## config.mk

```make
export PLATFORM = sky130hd
export DESIGN_NAME = supply_rail_monitor_regs
export DESIGN_NICKNAME = d
export VERILOG_FILES = /design/src/design/srm_pkg.sv /design/src/design/supply_rail_monitor_regs.sv
export VERILOG_INCLUDE_DIRS = /design/src /design/src/design
export SDC_FILE = /design/constraint.sdc
export NUM_CORES = 1
export LEC_CHECK = 0
export BUFFER_PORTS_ARGS = -buffer_cell sky130_fd_sc_hd__buf_2
export CAP_MARGIN = 10
export CORE_AREA = 3 3 60 118
export CTS_BUF_LIST = sky130_fd_sc_hd__clkbuf_2
export DETAILED_ROUTE_END_ITERATION = 8
export DIE_AREA = 0 0 63 121
export GPL_ROUTABILITY_DRIVEN = 1
export PLACE_DENSITY_LB_ADDON = 0.12
export SYNTH_ARGS = -nofsm -noshare
export SYNTH_HDL_FRONTEND = slang
export SYNTH_SLANG_ARGS = --single-unit
```

## constraint.sdc

```tcl
create_clock -name aclk -period 1.87 [get_ports aclk]
set_clock_uncertainty 0.15 [all_clocks]
set_input_delay 0.2805 -clock aclk [delete_from_list [all_inputs] [get_ports aclk]]
set_output_delay 0.2805 -clock aclk [all_outputs]
set_load 0.005 [all_outputs]
```

## src/design/supply_rail_monitor_regs_assert.svh

```systemverilog
// ----------------------------------------------------------------------------
// Supply rail monitor assertion macros
// Shorthand for clocked properties checked against aclk, off during reset.
// ----------------------------------------------------------------------------
`ifndef SUPPLY_RAIL_MONITOR_REGS_ASSERT_SVH
`define SUPPLY_RAIL_MONITOR_REGS_ASSERT_SVH

// same-cycle implication
`define SRM_ASSERT_SAME(label, ante, cons) \
    label: assert property (@(posedge aclk) disable iff (!aresetn) (ante) |-> (cons)) \
        else $error("supply rail monitor: property violated");

// next-cycle implication
`define SRM_ASSERT_NEXT(label, ante, cons) \
    label: assert property (@(posedge aclk) disable iff (!aresetn) (ante) |=> (cons)) \
        else $error("supply rail monitor: property violated");

`endif

```

## src/design/srm_pkg.sv

```systemverilog
// ----------------------------------------------------------------------------
// Supply rail monitor package
// Shared constants, request codes and the result item layout.
// ----------------------------------------------------------------------------
`default_nettype none

package srm_pkg;

    localparam int unsigned NUM_RAILS_DEF = 5;

    // control entry bits
    localparam int unsigned BIT_EN   = 0;
    localparam int unsigned BIT_PG   = 1;
    localparam int unsigned BIT_LAST = 2;

    localparam logic [7:0] BYTE_BAD = 8'h80;

    // request codes carried on s_tuser
    localparam logic [1:0] REQ_POLL  = 2'd0;
    localparam logic [1:0] REQ_READ  = 2'd1;
    localparam logic [1:0] REQ_WRITE = 2'd2;

    // configuration registers
    localparam logic [0:0] REG_KEEP_ALIVE = 1'b0;
    localparam logic [2:0] KEEP_ALIVE_RESET = 3'd4;

    // entry index of the rail that comes out of reset enabled (rail 4)
    localparam logic [2:0] RESET_EN_IDX = 3'd3;

    typedef struct packed {
        logic       fault_led;
        logic       rail_led;
        logic       keep_alive_hold;
        logic       turn_off;
        logic       turn_on;
        logic [2:0] polled_rail;
        logic [7:0] read_byte;
    } result_t;

    function automatic logic [2:0] rail_reset(input logic [2:0] idx);
        logic [2:0] val;
        val = '0;
        if (idx == RESET_EN_IDX) begin
            val[BIT_EN] = 1'b1;
        end
        return val;
    endfunction

endpackage

`default_nettype wire

```

## src/design/supply_rail_monitor_regs.sv

```systemverilog
// ----------------------------------------------------------------------------
// Supply rail monitor register file
// Control entries for the supply rails, bus access and round-robin polling.
// ----------------------------------------------------------------------------
//
//  channel | direction | contents
//  --------+-----------+------------------------------------------------------
//  s_      | in        | one request: poll tick, bus read or bus write
//  m_      | out       | one result item per request
//  APB     | in/out    | keep_alive_rail register at byte address 0
//
//  For each item, the accept edge issues the read of the rail entry
//  memory, the next edge modifies and writes it back and loads the
//  output register. A new item is taken only in the idle state, once the
//  output register is free or is being emptied, so the block cannot take
//  a new item before it is through with the last one.
//  aresetn is synchronous; it clears the entry valid bits (unwritten entries
//  read as their reset value) and the fault flag, returns the poll pointer to
//  rail 1 and the keep-alive register to rail 4.
//  A stall on m_tready holds the result and blocks new items.
// ----------------------------------------------------------------------------
`default_nettype none

module supply_rail_monitor_regs #(
    parameter int unsigned NUM_RAILS = srm_pkg::NUM_RAILS_DEF
) (
    input  wire logic        aclk,
    input  wire logic        aresetn,
    // request channel
    input  wire logic        s_tvalid,
    output logic             s_tready,
    input  wire logic [23:0] s_tdata,   // rail_addr[7:0], write_byte[15:8],
                                        // rail_is_on[16], rail_good[17], zero pad
    input  wire logic [1:0]  s_tuser,   // req_type[1:0]
    // result channel
    output logic             m_tvalid,
    input  wire logic        m_tready,
    output logic [15:0]      m_tdata,   // read_byte[7:0], polled_rail[10:8],
                                        // turn_on[11], turn_off[12],
                                        // keep_alive_hold[13], rail_led[14],
                                        // fault_led[15]
    // configuration port
    input  wire logic        psel,
    input  wire logic        penable,
    input  wire logic        pwrite,
    input  wire logic [2:0]  paddr,
    input  wire logic [31:0] pwdata,
    output logic [31:0]      prdata,
    output logic             pready
);

    localparam int unsigned IDX_W = (NUM_RAILS > 1) ? $clog2(NUM_RAILS) : 1;
    localparam logic [2:0] LAST_RAIL = 3'(NUM_RAILS);

    typedef enum logic {ST_IDLE, ST_EXEC} state_t;

    // ---------------- configuration ----------------
    logic [2:0] keep_alive_reg;
    logic       cfg_wr;

    assign pready = 1'b1;
    assign cfg_wr = psel && penable && pwrite && pready && (paddr[2] == srm_pkg::REG_KEEP_ALIVE);

    always_ff @(posedge aclk) begin
        if (!aresetn) begin
            keep_alive_reg <= srm_pkg::KEEP_ALIVE_RESET;
        end else if (cfg_wr) begin
            keep_alive_reg <= pwdata[2:0];
        end
    end

    always_comb begin
        prdata = '0;
        if (paddr[2] == srm_pkg::REG_KEEP_ALIVE) begin
            prdata = {29'd0, keep_alive_reg};
        end
    end

    // ---------------- request fields ----------------
    logic [1:0] in_req;
    logic [7:0] in_addr;
    logic [7:0] in_wbyte;
    logic       in_on;
    logic       in_good;
    logic [7:0] addr_m1;
    logic       in_addr_ok;

    assign in_req     = s_tuser;
    assign in_addr    = s_tdata[7:0];
    assign in_wbyte   = s_tdata[15:8];
    assign in_on      = s_tdata[16];
    assign in_good    = s_tdata[17];
    assign addr_m1    = in_addr - 8'd1;
    assign in_addr_ok = (in_addr != 8'd0) && (in_addr <= 8'(NUM_RAILS));

    // ---------------- control registers ----------------
    state_t              state_reg;
    logic [2:0]          poll_ptr_reg;
    logic                fault_reg;
    logic                out_valid_reg;
    srm_pkg::result_t    out_reg;

    // latched item
    logic [1:0]          req_reg;
    logic                addr_ok_reg;
    logic [IDX_W-1:0]    idx_reg;
    logic                wbit_reg;
    logic                on_reg;
    logic                good_reg;
    logic [2:0]          rail_reg;

    logic                accept;
    logic [IDX_W-1:0]    rd_idx;
    logic [2:0]          poll_m1;

    assign s_tready = (state_reg == ST_IDLE) && (!out_valid_reg || m_tready);
    assign accept   = s_tvalid && s_tready;
    assign poll_m1  = poll_ptr_reg - 3'd1;

    always_comb begin
        rd_idx = '0;
        if (in_req == srm_pkg::REQ_POLL) begin
            rd_idx = poll_m1[IDX_W-1:0];
        end else if (in_addr_ok) begin
            rd_idx = addr_m1[IDX_W-1:0];
        end
    end

    // ---------------- entry memory ----------------
    logic [2:0]           rail_mem [NUM_RAILS];
    logic [NUM_RAILS-1:0] valid_reg;
    logic [2:0]           rd_data_reg;
    logic                 rd_valid_reg;
    logic                 mem_we;
    logic [2:0]           wr_data;

    always_ff @(posedge aclk) begin
        if (accept) begin
            rd_data_reg  <= rail_mem[rd_idx];
            rd_valid_reg <= valid_reg[rd_idx];
        end
        if (mem_we) begin
            rail_mem[idx_reg] <= wr_data;
        end
    end

    always_ff @(posedge aclk) begin
        if (!aresetn) begin
            valid_reg <= '0;
        end else if (mem_we) begin
            valid_reg[idx_reg] <= 1'b1;
        end
    end

    // ---------------- modify ----------------
    logic [2:0]       entry;
    logic             en;
    logic             was;
    logic             fault_next;
    srm_pkg::result_t out_next;

    assign entry = rd_valid_reg ? rd_data_reg : srm_pkg::rail_reset(3'(idx_reg));
    assign en    = entry[srm_pkg::BIT_EN];
    assign was   = entry[srm_pkg::BIT_LAST];

    always_comb begin
        out_next   = '0;
        fault_next = fault_reg;
        mem_we     = 1'b0;
        wr_data    = entry;
        case (req_reg)
            srm_pkg::REQ_POLL: begin
                // write back only on the modify cycle of the item
                mem_we                     = (state_reg == ST_EXEC);
                wr_data[srm_pkg::BIT_PG]   = good_reg;
                wr_data[srm_pkg::BIT_LAST] = en;
                if (en != was) begin
                    if (en) begin
                        out_next.turn_on = 1'b1;
                    end else begin
                        out_next.turn_off = 1'b1;
                        // keep-alive rail comes straight back on a later visit
                        if (rail_reg == keep_alive_reg) begin
                            out_next.keep_alive_hold = 1'b1;
                            wr_data[srm_pkg::BIT_EN] = 1'b1;
                        end
                    end
                end
                // fault flag is sticky over one sweep, restarting at rail 1
                if (rail_reg == 3'd1) begin
                    fault_next = 1'b0;
                end
                if (on_reg && !good_reg) begin
                    fault_next = 1'b1;
                end
                out_next.rail_led    = on_reg && good_reg;
                out_next.polled_rail = rail_reg;
            end
            srm_pkg::REQ_READ: begin
                out_next.read_byte = addr_ok_reg ? {5'd0, entry} : srm_pkg::BYTE_BAD;
            end
            srm_pkg::REQ_WRITE: begin
                mem_we                   = addr_ok_reg && (state_reg == ST_EXEC);
                wr_data[srm_pkg::BIT_EN] = wbit_reg;
            end
            default: begin
                // unused code: no operation
            end
        endcase
        out_next.fault_led = fault_next;
    end

    // ---------------- sequencer ----------------
    always_ff @(posedge aclk) begin
        if (!aresetn) begin
            state_reg     <= ST_IDLE;
            poll_ptr_reg  <= 3'd1;
            fault_reg     <= 1'b0;
            out_valid_reg <= 1'b0;
        end else begin
            if (out_valid_reg && m_tready) begin
                out_valid_reg <= 1'b0;
            end
            unique case (state_reg)
                ST_IDLE: begin
                    if (accept) begin
                        state_reg   <= ST_EXEC;
                        req_reg     <= in_req;
                        addr_ok_reg <= in_addr_ok;
                        idx_reg     <= rd_idx;
                        wbit_reg    <= in_wbyte[0];
                        on_reg      <= in_on;
                        good_reg    <= in_good;
                        rail_reg    <= poll_ptr_reg;
                        if (in_req == srm_pkg::REQ_POLL) begin
                            poll_ptr_reg <= (poll_ptr_reg >= LAST_RAIL) ? 3'd1
                                                                        : poll_ptr_reg + 3'd1;
                        end
                    end
                end
                ST_EXEC: begin
                    // output register is free here: accept waited for it
                    state_reg     <= ST_IDLE;
                    fault_reg     <= fault_next;
                    out_reg       <= out_next;
                    out_valid_reg <= 1'b1;
                end
                default: begin
                    state_reg <= ST_IDLE;
                end
            endcase
        end
    end

    assign m_tvalid = out_valid_reg;
    assign m_tdata  = out_reg;

    // ---------------- assertions ----------------
`include "supply_rail_monitor_regs_assert.svh"

    `SRM_ASSERT_NEXT(a_accept_exec, accept, state_reg == ST_EXEC && !s_tready)
    `SRM_ASSERT_SAME(a_pulse_excl, m_tvalid, !(out_reg.turn_on && out_reg.turn_off))
    `SRM_ASSERT_SAME(a_hold_off, m_tvalid && out_reg.keep_alive_hold, out_reg.turn_off)
    `SRM_ASSERT_SAME(a_poll_range, 1'b1, poll_ptr_reg != 3'd0 && poll_ptr_reg <= LAST_RAIL)

endmodule

`default_nettype wire

```

Word-level counts from Yosys, hierarchy flattened. Memory sizes are Yosys's and may differ from the RTL's. A register that Yosys moved wholly into a read port is not among the register bits. Index checks and enable logic that the tools add are counted.

Flip-flop bits (word level): 43. Latch bits: 0. Bits in writable memories: 15. Bits in read-only memories: 0. Bits of input ports: 68. Output and inout bits: 51. Logic and storage cells: 94. Memories kept: 1.

Add/subtract/negate cells: 3. Multiply operators: 0. Divide/modulo/power cells: 0. Magnitude comparators: 5. Equal/unequal tests: 6. Shift-type cells: 0. Mux-type cells: 28. Bitwise operators: 5. Reductions and logical operators: 24.

Memories: rail_mem (words 5, width 3, read ports 1, clocked after memory_dff 1, write ports 1, line supply_rail_monitor_regs.sv:130) `logic [2:0] rail_mem [NUM_RAILS];`.

Operator list (count): $mux 1 (16); $mux 3 (5); $logic_and 1x1->1 (11); $le 8x3->1 const B (1); $lt 3x4->1 const B (2); $mux 8 (1); $reduce_bool 8->1 (1); $pmux 1 s2 (3); $reduce_and 2->1 (3); $reduce_and 3->1 (2); $sub 3x1->3 const B (2); $or 5x5->5 (1); $logic_not 2->1 (2); $not 1->1 (4); $add 3x1->3 const B (1); $bmux 1 s3 (1); $demux 1 s3 (1); $eq 3x1->1 const B (1); $eq 3x2->1 const B (1); $eq 3x3->1 (1); $ge 3x1->1 const B (1); $ge 3x3->1 const B (1); $reduce_or 3->1 (1); $eq 2x1->1 const B (1); other kinds (6) (7).

Logic depth before layout (Yosys ltp). Gate-level depths: netlist (run 1).

Word-level depth: 6. Depth in mapped cells: 8.

Least setup slack after synthesis (run 1). OpenSTA, ideal clock, no wires.

Kind: input port to flip-flop. Start: input s_tdata[0]. End: register rd_valid_reg, data pin. Arrival time: 1.625 ns. Required time: 1.462 ns. Slack: -0.163 ns. Stages on the path: 8. Buffers on the path: 1. Path through: inv_1 > ha_1 > o311ai_4 > o41a_1 > buf_6 > mux2i_1 > o22a_1 > o21ai_1.

Cells in the longest elaborated chain, start to end: 6.

RTL lines: start: declaration (line supply_rail_monitor_regs.sv:32) `input wire logic [23:0] s_tdata,`; $le 8x3->1 / $reduce_bool 8->1 (equally long branches) (line supply_rail_monitor_regs.sv:94) `assign in_addr_ok = (in_addr != 8'd0) && (in_addr <= 8'(NUM_RAILS));`; $logic_and 1x1->1 (line supply_rail_monitor_regs.sv:94); $mux 3 * (line supply_rail_monitor_regs.sv:124) `end else if (in_addr_ok) begin`; $mux 3 * (line supply_rail_monitor_regs.sv:122) `if (in_req == srm_pkg::REQ_POLL) begin`; $bmux 1 s3 * (line supply_rail_monitor_regs.sv:140) `rd_valid_reg <= valid_reg[rd_idx];`; $mux 1 (implied by the code) * (line supply_rail_monitor_regs.sv:140); end signal: assignment (line supply_rail_monitor_regs.sv:140); end: declaration (line supply_rail_monitor_regs.sv:133) `logic rd_valid_reg;`.

Every way passes the cells marked *; elsewhere a longest branch is shown, timed or not. The select of a mux whose other input is x is not followed. A chain may end at the register's enable or synchronous reset.

Worst setup path in the final report (run 1).
Start: register poll_ptr_reg[1]. End: register rd_valid_reg, data pin.

Cells in the longest elaborated chain, start to end: 4.

RTL lines: start: declaration (line supply_rail_monitor_regs.sv:98) `logic [2:0] poll_ptr_reg;`; start signal: assignment (line supply_rail_monitor_regs.sv:236) `poll_ptr_reg <= (poll_ptr_reg >= LAST_RAIL) ? 3'd1`; $sub 3x1->3 (line supply_rail_monitor_regs.sv:118) `assign poll_m1 = poll_ptr_reg - 3'd1;`; $mux 3 (line supply_rail_monitor_regs.sv:122); via rd_idx[1] (line supply_rail_monitor_regs.sv:113) `logic [IDX_W-1:0] rd_idx;`; $bmux 1 s3 (line supply_rail_monitor_regs.sv:140); $mux 1 (implied by the code) (line supply_rail_monitor_regs.sv:140).

The timed path passes the listed nets, and every way through them passes these cells. The select of a mux whose other input is x is not followed.

==> results of run 1 <==
==> critical path: stages, from the launching register on <==
cell and delay [ns]:
dfxtp_2 0.36, inv_2 0.05, ha_4 0.23, or3_4 0.37, o41ai_4 0.07, buf_4 0.19
nand2b_4 0.07, o22a_1 0.19, o21ai_1 0.07
==> area by class of cell <==
cell class,instances,area [µm²],share of cell area
multi-input combinational,152,1040,0.309
timing repair buffer,83,553,0.163
clock inverter,5,22.5,0.00665
tap,86,108,0.0318
inverter,7,28.8,0.00850
clock buffer,11,55.1,0.0163
sequential,57,1570,0.465
==> power by group through the flow <==
| stage | Combinational [W] | Clock (W) | Sequential [W] |
|---|---|---|---|
| after detailed placement | 0.000230 | 0 | 0.00144 |
| after global routing | 0.000289 | 0.000665 | 0.00142 |
| after global placement | 0.000227 | 0 | 0.00144 |
| final | 0.000258 | 0.000585 | 0.00142 |
| after floorplan | 0.000166 | 0 | 0.00144 |
| after CTS | 0.000259 | 0.000617 | 0.00141 |
==> synth_stat cells <==
cell type	count	area (µm²)
o21ai_1	1	5.00
o211ai_1	1	7.51
o211a_1	1	10.0
nor3_4	1	16.3
or2_1	1	6.26
o221ai_1	3	26.3
and3_1	6	37.5
conb_1	2	7.51
nand2b_1	1	6.26
or3_1	1	6.26
nand3_1	3	15.0
and2_1	6	37.5
o41a_1	1	11.3
o31ai_1	1	7.51
dfxtp_1	14	280
a21boi_0	1	7.51
mux2i_1	12	120
ha_1	5	62.6
inv_1	6	22.5
nor3b_1	5	37.5
o311ai_4	1	26.3
o21bai_1	1	7.51
nor2b_1	8	50.1
nand4b_1	1	8.76
nor2_1	12	45.0
nor3_1	3	15.0
xor2_1	4	35.0
clkbuf_1	2	7.51
a21oi_1	3	15.0
o21a_1	5	37.5
nand3b_1	1	7.51
inv_2	1	3.75
buf_4	34	255
o41ai_2	1	16.3
nand2b_2	1	8.76
edfxtp_1	43	1290
nand2_1	17	63.8
o41ai_4	1	27.5
o22a_1	1	8.76
buf_6	1	11.3
nor2_2	1	6.26
nor4_1	2	12.5
o21ai_0	5	25.0
==> routing by layer <==
| layer | global-route usage | vias to the layer above |
|---|---|---|
| li1 | - | 898 |
| met1 | 0.137 | 855 |
| met2 | 0.290 | 55 |
| met3 | 0.0399 | 10 |
| met4 | 0.0871 | 0 |
| met5 | 0 | - |
==> through the flow <==
stage	utilization	TNS, ns	area, µm²	std cells
6_report	0.537	-0.0152	3390	401
5_1_grt	0.537	-0.265	3390	401
4_1_cts	0.534	-0.00837	3370	401
3_5_place_dp	0.497	-1.03	3130	373
3_3_place_gp	0.497	-0.923	3130	373
2_1_floorplan	-	-0.202	2870	253
==> worst max-delay path by stage <==
| stage | slack [ns] | endpoint | from |
|---|---|---|---|
| after floorplan | -0.08 | rd_valid_reg$_DFFE_PP_ | s_tdata[4] |
| after global placement | -0.25 | rd_valid_reg$_DFFE_PP_ | s_tdata[0] |
| after detailed placement | -0.28 | rd_valid_reg$_DFFE_PP_ | s_tdata[0] |
| after CTS | -0.008 | rd_valid_reg$_DFFE_PP_ | poll_ptr_reg[1]$_SDFFE_PN0P_ |
| after global routing | -0.10 | rd_valid_reg$_DFFE_PP_ | poll_ptr_reg[1]$_SDFFE_PN0P_ |
| final | -0.02 | rd_valid_reg$_DFFE_PP_ | poll_ptr_reg[1]$_SDFFE_PN0P_ |
==> cells in the final DEF, fill, tap and decap left out, types with 2 or more instances in the layout <==
master         count
dfxtp_2            2
clkinv_1           2
nor4_1             2
nor2_1            12
xor2_1             4
nand2_1           17
ha_4               3
o221ai_1           3
inv_2              3
a21oi_1            2
dlygate4sd3_1     12
nor2b_1            8
buf_4             31
nor3_1             3
edfxtp_1          43
o21a_1             5
clkbuf_2          11
and3_1             6
inv_1              3
buf_2             40
nand3_1            3
nor3b_2            2
nor3b_1            3
ha_1               2
dfxtp_1           12
and2_1             6
o41ai_4            2
o21ai_0            5
mux2i_1           12
conb_1            34
clkinv_2           3
==> logic make-up (layout without fill, tap and decap cells) <==
family	Yosys count	count (layout)	share of synthesized area
flip-flops	57	57	0.579
XOR/XNOR	4	4	0.0129
multiplexers	12	12	0.0442
AND/OR/NAND/NOR	70	70	0.140
buffers and inverters	44	106	0.111
adder cells (fa/ha/maj)	5	5	0.0230
AO/OA/AOI/OAI	27	27	0.0880
other	2	34	0.00276
==> timing repair <==
item                                   CTS  global route
gates resized for setup                  7             3
hold buffers                            12             0
endpoints found under the hold margin   12             0
pin swaps                                2             0
setup endpoints to repair                5            14
gates cloned                             0             0
==> results.md, run 1 <==
- Clock power frac: 0.259
- Leak Pwr: 1.48 nW
- DRC viols: 0
- Root buffer cell: clkbuf_2
- Routability cong.: 0.773
- Met3 routed WL: 246 µm
- CTS Buf Count: 9
- Sw frac: 0.251
- Post-place setup slack: -0.279 ns
- Reg2Reg Depth: 8
- Final Setup Violations: 1
- Signal arrival time at the worst endpoint: 2.07 ns
- Max reg flops: 15
- Post-synthesis sequential area ratio: 0.579
- Area grow syn2layout: 24.6%
- Largest net degree at the start of global routing: 13
- Post-Synthesis Cell Area: 2720 µm²
- Worst path required time: 2.06 ns
- Share of layout cells above drive strength 1: 0.330
- Highest routed layer: met4
- Slew @ Worst Pin: 0.635 ns
- Worst r2r src: poll_ptr_reg[1]$_SDFFE_PN0P_
- Reg2reg end: rd_valid_reg$_DFFE_PP_
- Power share of the combinational group: 0.114
- # IOs: 119
- Peak Freq: 530 MHz
- Worst VDD drop: 0.324 mV
- Total die area: 7620 µm²
- Core area: 6310 µm²
- Clk Latency, worst-skew pair: 0.47 ns
- Outcome: finished, violations left
- Routed WL: 5.25 mm
- Final Hold Vio Count: 0
- 1st-iter DRT viols: 32
- Cell count after synthesis: 221
- Port Buffer Count: 40
- Row cnt: 41
- CP max FO: 4
- Setup slack on the worst flop-to-flop path: -0.02 ns
- Max Buffers Root-to-Sink: 2
- CP Launch Type: register
- Syn_area_per_cell: 12.3 µm²
- Unique cell type count in the Yosys netlist: 43
- Switching pwr: 0.000566 W
- Fillers: 592
- # H-tree levels: 3
- Gr ovfl total: 0
- Hold worst-path end: keep_alive_reg[2]$_SDFFE_PN1P_
- Power per cell area: 667 nW/µm²
- Initial Utilization: 0.430
- Power Internal: 0.00169 W
- Failing checks: negative setup slack
- Worst Setup Slack, final: -0.0152 ns
- Routed len/inst: 13.1 µm
- # Post-CTS Setup Buffers: 0
- Vias in the first global route: 1822
- Seq pwr share: 0.627
- Crit end category: register
- Min Clock Period, post-route: 1.89 ns
- Reg clk slew, reported paths: 0.16 ns
- Hold Crit Start: penable
- Die width: 63 µm
- Critical path class: register to register
- Nets: 383
- Met1 wire length: 1.76 mm
- Synth Warn #: 0
- Hold slack: 0.125 ns
- Seq cells post-synth: 57
- Hold path depth: 4
- RSZ-0062 raised after global routing: true
- ANT cells: 0
- DP Wirelength: 4.17 mm
- First-pass GRT wire length: 8.44 mm
- Die Height: 121 µm
- Initial antenna violation count: 0
- DRT Pass-1 Iters: 4
- Fin. max-slew vios: 0
- Post-DRT Antenna Nets: 0
- Clk sinks: 57
- Tot Pwr: 0.00226 W
- Vias: 1818
- Met2 WL: 3.12 mm
- CTS tree: built
- Vias/cell: 4.53
- Total track usage: 0.151
- Maxcap violations: 0
- Slew headroom: 0.572
- Hold Path Class: input port to register
- Period utilisation layout: 1.01
Power figures use the tool's default switching activity.
==> inputs of run 2 (changes only) <==
--- a/config.mk
+++ b/config.mk
@@ -8,10 +8,10 @@
 export LEC_CHECK = 0
 export BUFFER_PORTS_ARGS = -buffer_cell sky130_fd_sc_hd__buf_2
 export CAP_MARGIN = 10
-export CORE_AREA = 3 3 60 118
+export CORE_AREA = 3 3 57 112
 export CTS_BUF_LIST = sky130_fd_sc_hd__clkbuf_2
 export DETAILED_ROUTE_END_ITERATION = 8
-export DIE_AREA = 0 0 63 121
+export DIE_AREA = 0 0 60 115
 export GPL_ROUTABILITY_DRIVEN = 1
 export PLACE_DENSITY_LB_ADDON = 0.12
 export SYNTH_ARGS = -nofsm -noshare
==> constraint.sdc (replaced) <==
create_clock -name aclk -period 2 [get_ports aclk]
set_clock_uncertainty 0.15 [all_clocks]
set_input_delay 0.3 -clock aclk [delete_from_list [all_inputs] [get_ports aclk]]
set_output_delay 0.3 -clock aclk [all_outputs]
set_load 0.005 [all_outputs]
==> run 2 against run 1 <==
  * The flow now finishes without violations
  * Die area decreased by 9.5%
  * Setup slack improved by 0.071 ns
  * Via count decreased by 1.4%
  * Wire length decreased by 5.3%
  * Largest power group unchanged
  * Core utilization increased by 5.0 points
  * Cell area decreased by 2.0%
  * Count of clock-buffer cells in the layout unchanged
==> results.md, run 2 (same netlist as run 1, synthesis figures left out) <==
- Vias: 1793 (-1.4%)
- Row cnt: 39 (-4.9%)
- DRC viols: 0 (unchanged)
- Final design utilization: 0.586 (+0.0498)
- Gr ovfl total: 0 (unchanged)
- Outcome: finished clean
- Largest net degree at the start of global routing: 13 (unchanged)
- Nets: 380 (-0.78%)
- Fillers: 485 (-18%)
- DRT Pass-1 Iters: 4 (unchanged)
- Total die area: 6900 µm² (-9.5%)
- Initial Utilization: 0.480 (+0.0494)
- Switching pwr: 0.000514 W (-9.3%)
- Post-DRT Antenna Nets: 0 (unchanged)
- Clk Latency, worst-skew pair: 0.46 ns (about the same)
- Met2 WL: 2.86 mm (-8.4%)
- Max Buffers Root-to-Sink: 2 (unchanged)
- # H-tree levels: 3 (unchanged)
- Met3 routed WL: 262 µm (+6.5%)
- First-pass GRT wire length: 7.84 mm (-7.1%)
- Slew @ Worst Pin: 0.492 ns (-0.143 ns)
- Fin. max-slew vios: 0 (unchanged)
- Tot Pwr: 0.00221 W (-2.0%)
- Reg clk slew, reported paths: 0.15 ns (about the same)
- Ordered list of cells on the worst path: dlygate4sd3_1, buf_2, nor2_1, buf_4, nand2_1, o41ai_4, or2_1, o221ai_1
- Power share of the combinational group: 0.102 (-0.012)
- Most frequent cells in the layout: edfxtp_1, buf_2, conb_1
- Die width: 60 µm (-4.8%)
- Total track usage: 0.161 (+0.0106)
- Slowest cell on the critical path: dlygate4sd3_1
- 1st-iter DRT viols: 35 (+9.4%)
- Routability cong.: 0.794 (+2.7%)
- Slew headroom: 0.668 (+0.0963)
- Setup slack on the worst flop-to-flop path: 0.09 ns (+0.11 ns)
- CP max FO: 4 (unchanged)
- Seq pwr share: 0.598 (-0.029)
- CTS tree: built
- Worst VDD drop: 0.596 mV (+84%)
- Met1 wire length: 1.71 mm (-3.2%)
- Maxcap violations: 0 (unchanged)
- Clock power frac: 0.300 (+0.041)
- DP Wirelength: 3.85 mm (-7.8%)
- Port Buffer Count: 40 (unchanged)
- Period utilisation layout: 0.972
- Placed cells: 346 (-7.2%)
- Commonest non-fill, non-tap cell in the layout: edfxtp_1
- Final Hold Vio Count: 0 (unchanged)
- Crit end category: register
- Routed len/inst: 13.3 µm (+1.6%)
- Initial antenna violation count: 0 (unchanged)
- Routed WL: 4.97 mm (-5.3%)
- Crit-path max cell delay: 0.54 ns (+0.17 ns)
- # IOs: 119 (unchanged)
- Hold worst-path end: m_tvalid$_SDFFE_PN0P_
- # Post-CTS Setup Buffers: 0 (unchanged)
- RSZ-0062 raised after global routing: false
- Reg2Reg Depth: 6 (-2)
- Root buffer cell: clkbuf_2
- Vias in the first global route: 1742 (-4.4%)
- Clk sinks: 57 (unchanged)
- Reg2reg end: rd_data_reg[2]$_DFFE_PP_
- Peak Freq: 514 MHz
- Hold path depth: 4 (unchanged)
- Highest routed layer: met4
- Worst Path Buf+Inv: 3 (+1)
- Sw frac: 0.232 (-0.0187)
- Largest delay share family, worst path: buffers and inverters
- Final Setup Violations: 0 (-1)
- Min Clock Period, post-route: 1.94 ns
- Core area: 5660 µm² (-10%)
- Die Height: 115 µm (-5.0%)
- Share of layout cells above drive strength 1: 0.304 (-0.0257)
- Power Internal: 0.00170 W (+0.47%)
- Hold Crit Start: m_tready
- Non-filler cells, final: 374 (-6.7%)
- Worst r2r src: poll_ptr_reg[0]$_SDFFE_PN1P_
- Critical path class: input port to register
- Leak Pwr: 1.48 nW (-0.25%)
- Signal arrival time at the worst endpoint: 1.99 ns (-0.08 ns)
- Vias/cell: 4.79 (+5.7%)
- Area grow syn2layout: 22.2%
- Max reg flops: 15 (unchanged)
- Power per cell area: 667 nW/µm² (about the same)
- Hold Path Class: input port to register
- CTS Buf Count: 9 (unchanged)
- CP Launch Type: input port
- Worst path required time: 2.04 ns (-0.02 ns)
-- run 2: cell count changes in the layout (fill, tap and decap cells not counted), moves of 2 or more --
cell      delta
buf_4        -3
clkinv_2     -2
ha_4         -2
inv_1        +2
nor3b_1      +2
nor3b_2      -2
-- run 2: routing by layer --
layer,vias up,GRT usage
li1,894,-
met1,835,0.147
met2,54,0.294
met3,10,0.0539
met4,0,0.0917
met5,-,0
-- run 2: repair_timing --
item	in CTS	in global routing
endpoints found under the setup margin	4	4
resized for setup	3	3
pin swaps	1	0
hold buffers	11	0
hold endpoints to repair	15	0
-- run 2: cell type report --
class	count	area [µm²]	share of cell area
Sequential cell	57	1570	0.474
Antenna cell	1	2.50	0.000754
Clock buffer	11	55.1	0.0166
Inverter	7	26.3	0.00792
Clock inverter	5	46.3	0.0139
Tap cell	61	76.3	0.0230
Multi-Input combinational cell	152	1000	0.301
Timing Repair Buffer	80	541	0.163
-- run 2: worst max path at each step --
| stage | start | to | depth (start not counted) |
|---|---|---|---|
| 2_1_floorplan | s_tdata[1] | rd_valid_reg$_DFFE_PP_ | 8 |
| 3_3_place_gp | s_tdata[0] | rd_valid_reg$_DFFE_PP_ | 9 |
| 3_5_place_dp | s_tdata[0] | rd_valid_reg$_DFFE_PP_ | 9 |
| 4_1_cts | poll_ptr_reg[1]$_SDFFE_PN0P_ | rd_valid_reg$_DFFE_PP_ | 8 |
| 5_1_grt | poll_ptr_reg[0]$_SDFFE_PN1P_ | rd_valid_reg$_DFFE_PP_ | 8 |
| 6_report | s_tuser[1] | rd_data_reg[2]$_DFFE_PP_ | 8 |
-- run 2: power by group through the flow --
stage	clock, W	sequential (W)	combinational (W)
after floorplan	0	0.00135	0.000151
after global placement	0	0.00135	0.000201
after detailed placement	0	0.00135	0.000204
after CTS	0.000693	0.00132	0.000225
after global routing	0.000753	0.00133	0.000255
final	0.000664	0.00132	0.000226
-- run 2: per-stage QoR --
step | hold WS [ns] | setup slack [ns] | setup TNS, ns | instance area, µm²
after CTS | 0.0459 | 0.00270 | 0 | 3300
after floorplan | 0.249 | 0.00225 | 0 | 2840
after global placement | 0.297 | -0.232 | -0.818 | 3070
final | 0.0686 | 0.0562 | 0 | 3320
after detailed placement | 0.302 | -0.243 | -0.849 | 3070
after global routing | 0.0331 | 0.0418 | 0 | 3320
-- run 2: worst min-delay path, delay by kind of cell --
family	cells	cell delay [ns]
and+or+nand+nor	1	0.11
AOI/OAI and AO/OA	1	0.09
buffers and inverters	2	0.16
==> inputs of run 3 (changes only) <==
--- a/config.mk
+++ b/config.mk
@@ -6,12 +6,13 @@
 export SDC_FILE = /design/constraint.sdc
 export NUM_CORES = 1
 export LEC_CHECK = 0
+export ABC_AREA = 1
 export BUFFER_PORTS_ARGS = -buffer_cell sky130_fd_sc_hd__buf_2
 export CAP_MARGIN = 10
-export CORE_AREA = 3 3 57 112
+export CORE_AREA = 3 3 58 114
 export CTS_BUF_LIST = sky130_fd_sc_hd__clkbuf_2
 export DETAILED_ROUTE_END_ITERATION = 8
-export DIE_AREA = 0 0 60 115
+export DIE_AREA = 0 0 61 117
 export GPL_ROUTABILITY_DRIVEN = 1
 export PLACE_DENSITY_LB_ADDON = 0.12
 export SYNTH_ARGS = -nofsm -noshare
==> run 3 against run 2 <==
  * Synthesized area rose by 6.1%
  * Hold slack better by 0.080 ns
  * Wire length is 1.9% higher
  * Combinational power decreased by 4%
  * Sequential share of layout area rose by 0.18 points
  * Clock power increased by 6.9%
  * Fmax up 5.7%
  * Critical path depth rose by 2
  * Sequential cell count is the same
  * Core utilization fell by 1.7 points
  * Via count rose by 10%
  * Cell count increased by 17%
  * Critical path type is now register to register
==> results.md, run 3 <==
- Count leader, synth: inv_1
- Vias/cell: 4.53 (-5.5%)
- Fin. max-slew vios: 0 (unchanged)
- Largest net degree at the start of global routing: 13 (unchanged)
- Final Hold Vio Count: 0 (unchanged)
- Area grow syn2layout: 14.6%
- CTS tree: built
- Hold slack: 0.148 ns (+0.0796 ns)
- Hold Crit Start: psel
- Gr ovfl total: 0 (unchanged)
- Die width: 61 µm (+1.7%)
- Register area: 1570 µm² (about the same)
- Final Setup Violations: 0 (unchanged)
- Final design utilization: 0.569 (-0.0174)
- Main combinational cell family by area after synthesis: simple AND/OR/NAND/NOR gates
- Core area: 5810 µm² (+2.6%)
- Worst VDD drop: 0.471 mV (-21%)
- Post-synthesis sequential area ratio: 0.545 (-0.0334)
- Cts hold-fix bufs: 12 (+1)
- Root buffer cell: clkbuf_2
- Top cell type's share of synthesized area: 0.448 (-0.0274)
- Power per cell area: 682 nW/µm² (+2.3%)
- Synth Warn #: 0 (unchanged)
- Peak Freq: 544 MHz (+5.7%)
- Min Clock Period, post-route: 1.84 ns (-0.105 ns)
- Share of layout cells above drive strength 1: 0.221 (-0.0837)
- Critical path class: register to register
- Initial antenna violation count: 0 (unchanged)
- Cts repair resizes: 0 (-3)
- Syn_area_per_cell: 9.48 µm² (-23%)
- DP Wirelength: 4.01 mm (+4.2%)
- Complex-gate fraction of the synthesized area: 0.0360 (-0.0520)
- Leak Pwr: 1.55 nW (+4.5%)
- Routed WL: 5.07 mm (+1.9%)
- Clk sinks: 57 (unchanged)
- Die Height: 117 µm (+1.7%)
- Crit end category: register
- Unique cell type count in the Yosys netlist: 31 (-28%)
- CTS Buf Count: 9 (unchanged)
- Total die area: 7140 µm² (+3.4%)
- Synth Area in Simple Gates: 0.224 (+0.0839)
- Signal arrival time at the worst endpoint: 1.93 ns (-0.06 ns)
- Fillers: 530 (+9.3%)
- Vias in the first global route: 1919 (+10%)
- # IOs: 119 (unchanged)
- Post-place setup slack: -0.000694 ns (+0.242 ns)
- Post-Synthesis Cell Area: 2880 µm² (+6.1%)
- Maxcap violations: 0 (unchanged)
- Synth area leaders: edfxtp_1, dfxtp_1, buf_4
- Post-DRT Antenna Nets: 0 (unchanged)
- Critical path origin: poll_ptr_reg[1]$_SDFFE_PN0P_
- # Post-CTS Setup Buffers: 0 (unchanged)
- Reg clk slew, reported paths: 0.17 ns (+0.02 ns)
- # H-tree levels: 3 (unchanged)
- ANT cells: 0 (-1)
- Worst Setup Slack, final: 0.161 ns (+0.105 ns)
- Routed len/inst: 11.6 µm (-13%)
- Row cnt: 39 (unchanged)
- Multi-input combinational cell area: 966 µm² (-3.4%)
- Worst r2r src: poll_ptr_reg[1]$_SDFFE_PN0P_
- CP max FO: 6 (+2)
- Fraction of registers with async set/reset: 0 (unchanged)
- First-pass GRT wire length: 8.28 mm (+5.6%)
- Hold Path Class: input port to register
- DRC viols: 0 (unchanged)
- Routability cong.: 0.822 (+3.6%)
- Commonest non-fill, non-tap cell in the layout: inv_1
- CP Launch Type: register
- Top cells by count, synth: inv_1, edfxtp_1, nand2_1
- Most frequent cells in the layout: inv_1, nand2_1, edfxtp_1
- Largest area contributor in the netlist: edfxtp_1
- RSZ-0062 raised after global routing: false
- Xor/xnor share of the synthesized area: 0.00911 (-0.00378)
- Post-synthesis mux area share: 0 (-0.0442)
- Total track usage: 0.162 (+0.000755)
- Vias: 1980 (+10%)
- Seq cells post-synth: 57 (unchanged)
- Initial Utilization: 0.496 (+0.0166)
- Max reg flops: 15 (unchanged)
- 1st-iter DRT viols: 39 (+11%)
- Post-Synth Adder-Cell Area: 0.0217 (-0.00133)
- Post-synth top flop: edfxtp_1
- Outcome: finished clean
- EDFF count, synth: 43 (unchanged)
- Port Buffer Count: 40 (unchanged)
- Cell count after synthesis: 304 (+38%)
- DRT Pass-1 Iters: 4 (unchanged)
- Worst path required time: 2.10 ns (+0.06 ns)
- Clk Latency, worst-skew pair: 0.47 ns (about the same)
- Max Buffers Root-to-Sink: 2 (unchanged)
- Period utilisation layout: 0.920 (-0.0523)
- Nets: 444 (+17%)
## run 3: worst paths after layout
check | endpoint | slack (ns) | depth (start not counted)
worst min-delay path | keep_alive_reg[1]$_SDFFE_PN0P_ | 0.15 | 4
worst max register to register | rd_data_reg[2]$_DFFE_PP_ | 0.16 | 10
worst max-delay path | rd_data_reg[2]$_DFFE_PP_ | 0.16 | 10
worst min register to register | valid_reg[4]$_SDFFE_PN0P_ | 0.33 | 2
## run 3: kinds of logic (layout without fill, tap and decap cells)
kind of cell | Yosys count | after routing
and+or+nand+nor | 128 | 128
buffers and inverters | 90 | 130
DFF | 57 | 57
AOI/OAI and AO/OA | 19 | 19
adders and majority gates | 5 | 5
xor gates and xnor gates | 3 | 3
other | 2 | 34
## run 3: layer usage
metal / global-route usage / up-vias / wire length, µm
met3: 0.0362 / 7 / 209
li1: - / 1039 / -
met4: 0.0825 / 0 / 96
met2: 0.300 / 53 / 2970
met1: 0.160 / 881 / 1800
met5: 0 / - / 0
## run 3: stage by stage
step	std cells	setup TNS, ns	area [µm²]	power [W]
floorplan	336	0	3000	0.00152
global placement	409	0	3070	0.00155
detailed placement	409	-0.000694	3070	0.00156
CTS	437	0	3300	0.00228
global route	437	0	3300	0.00236
finish	437	0	3300	0.00225
## run 3: critical path, stage by stage, from the launching register on
cell and delay [ns]:
dfxtp_1 0.42, inv_1 0.11, ha_1 0.27, inv_1 0.08, nand2_1 0.09, nand2_4 0.13
inv_2 0.08, nand3_1 0.10, nand2_1 0.07, nand2_1 0.06, nand2_1 0.05
## run 3: final cells by class
type                       count  area share
sequential                    57       0.476
multi-input combinational    189       0.292
inverter                      56      0.0636
clock inverter                 7      0.0212
clock buffer                   9      0.0136
tap                           61      0.0231
timing repair buffer          58       0.111
## run 3: report_power, final
group	leakage, nW	total (W)	switching [W]	internal (W)
Clock	0.0720	0.000710	0.000421	0.000288
Sequential	0.515	0.00133	0.0000190	0.00131
Combinational	0.959	0.000218	0.000131	0.0000864
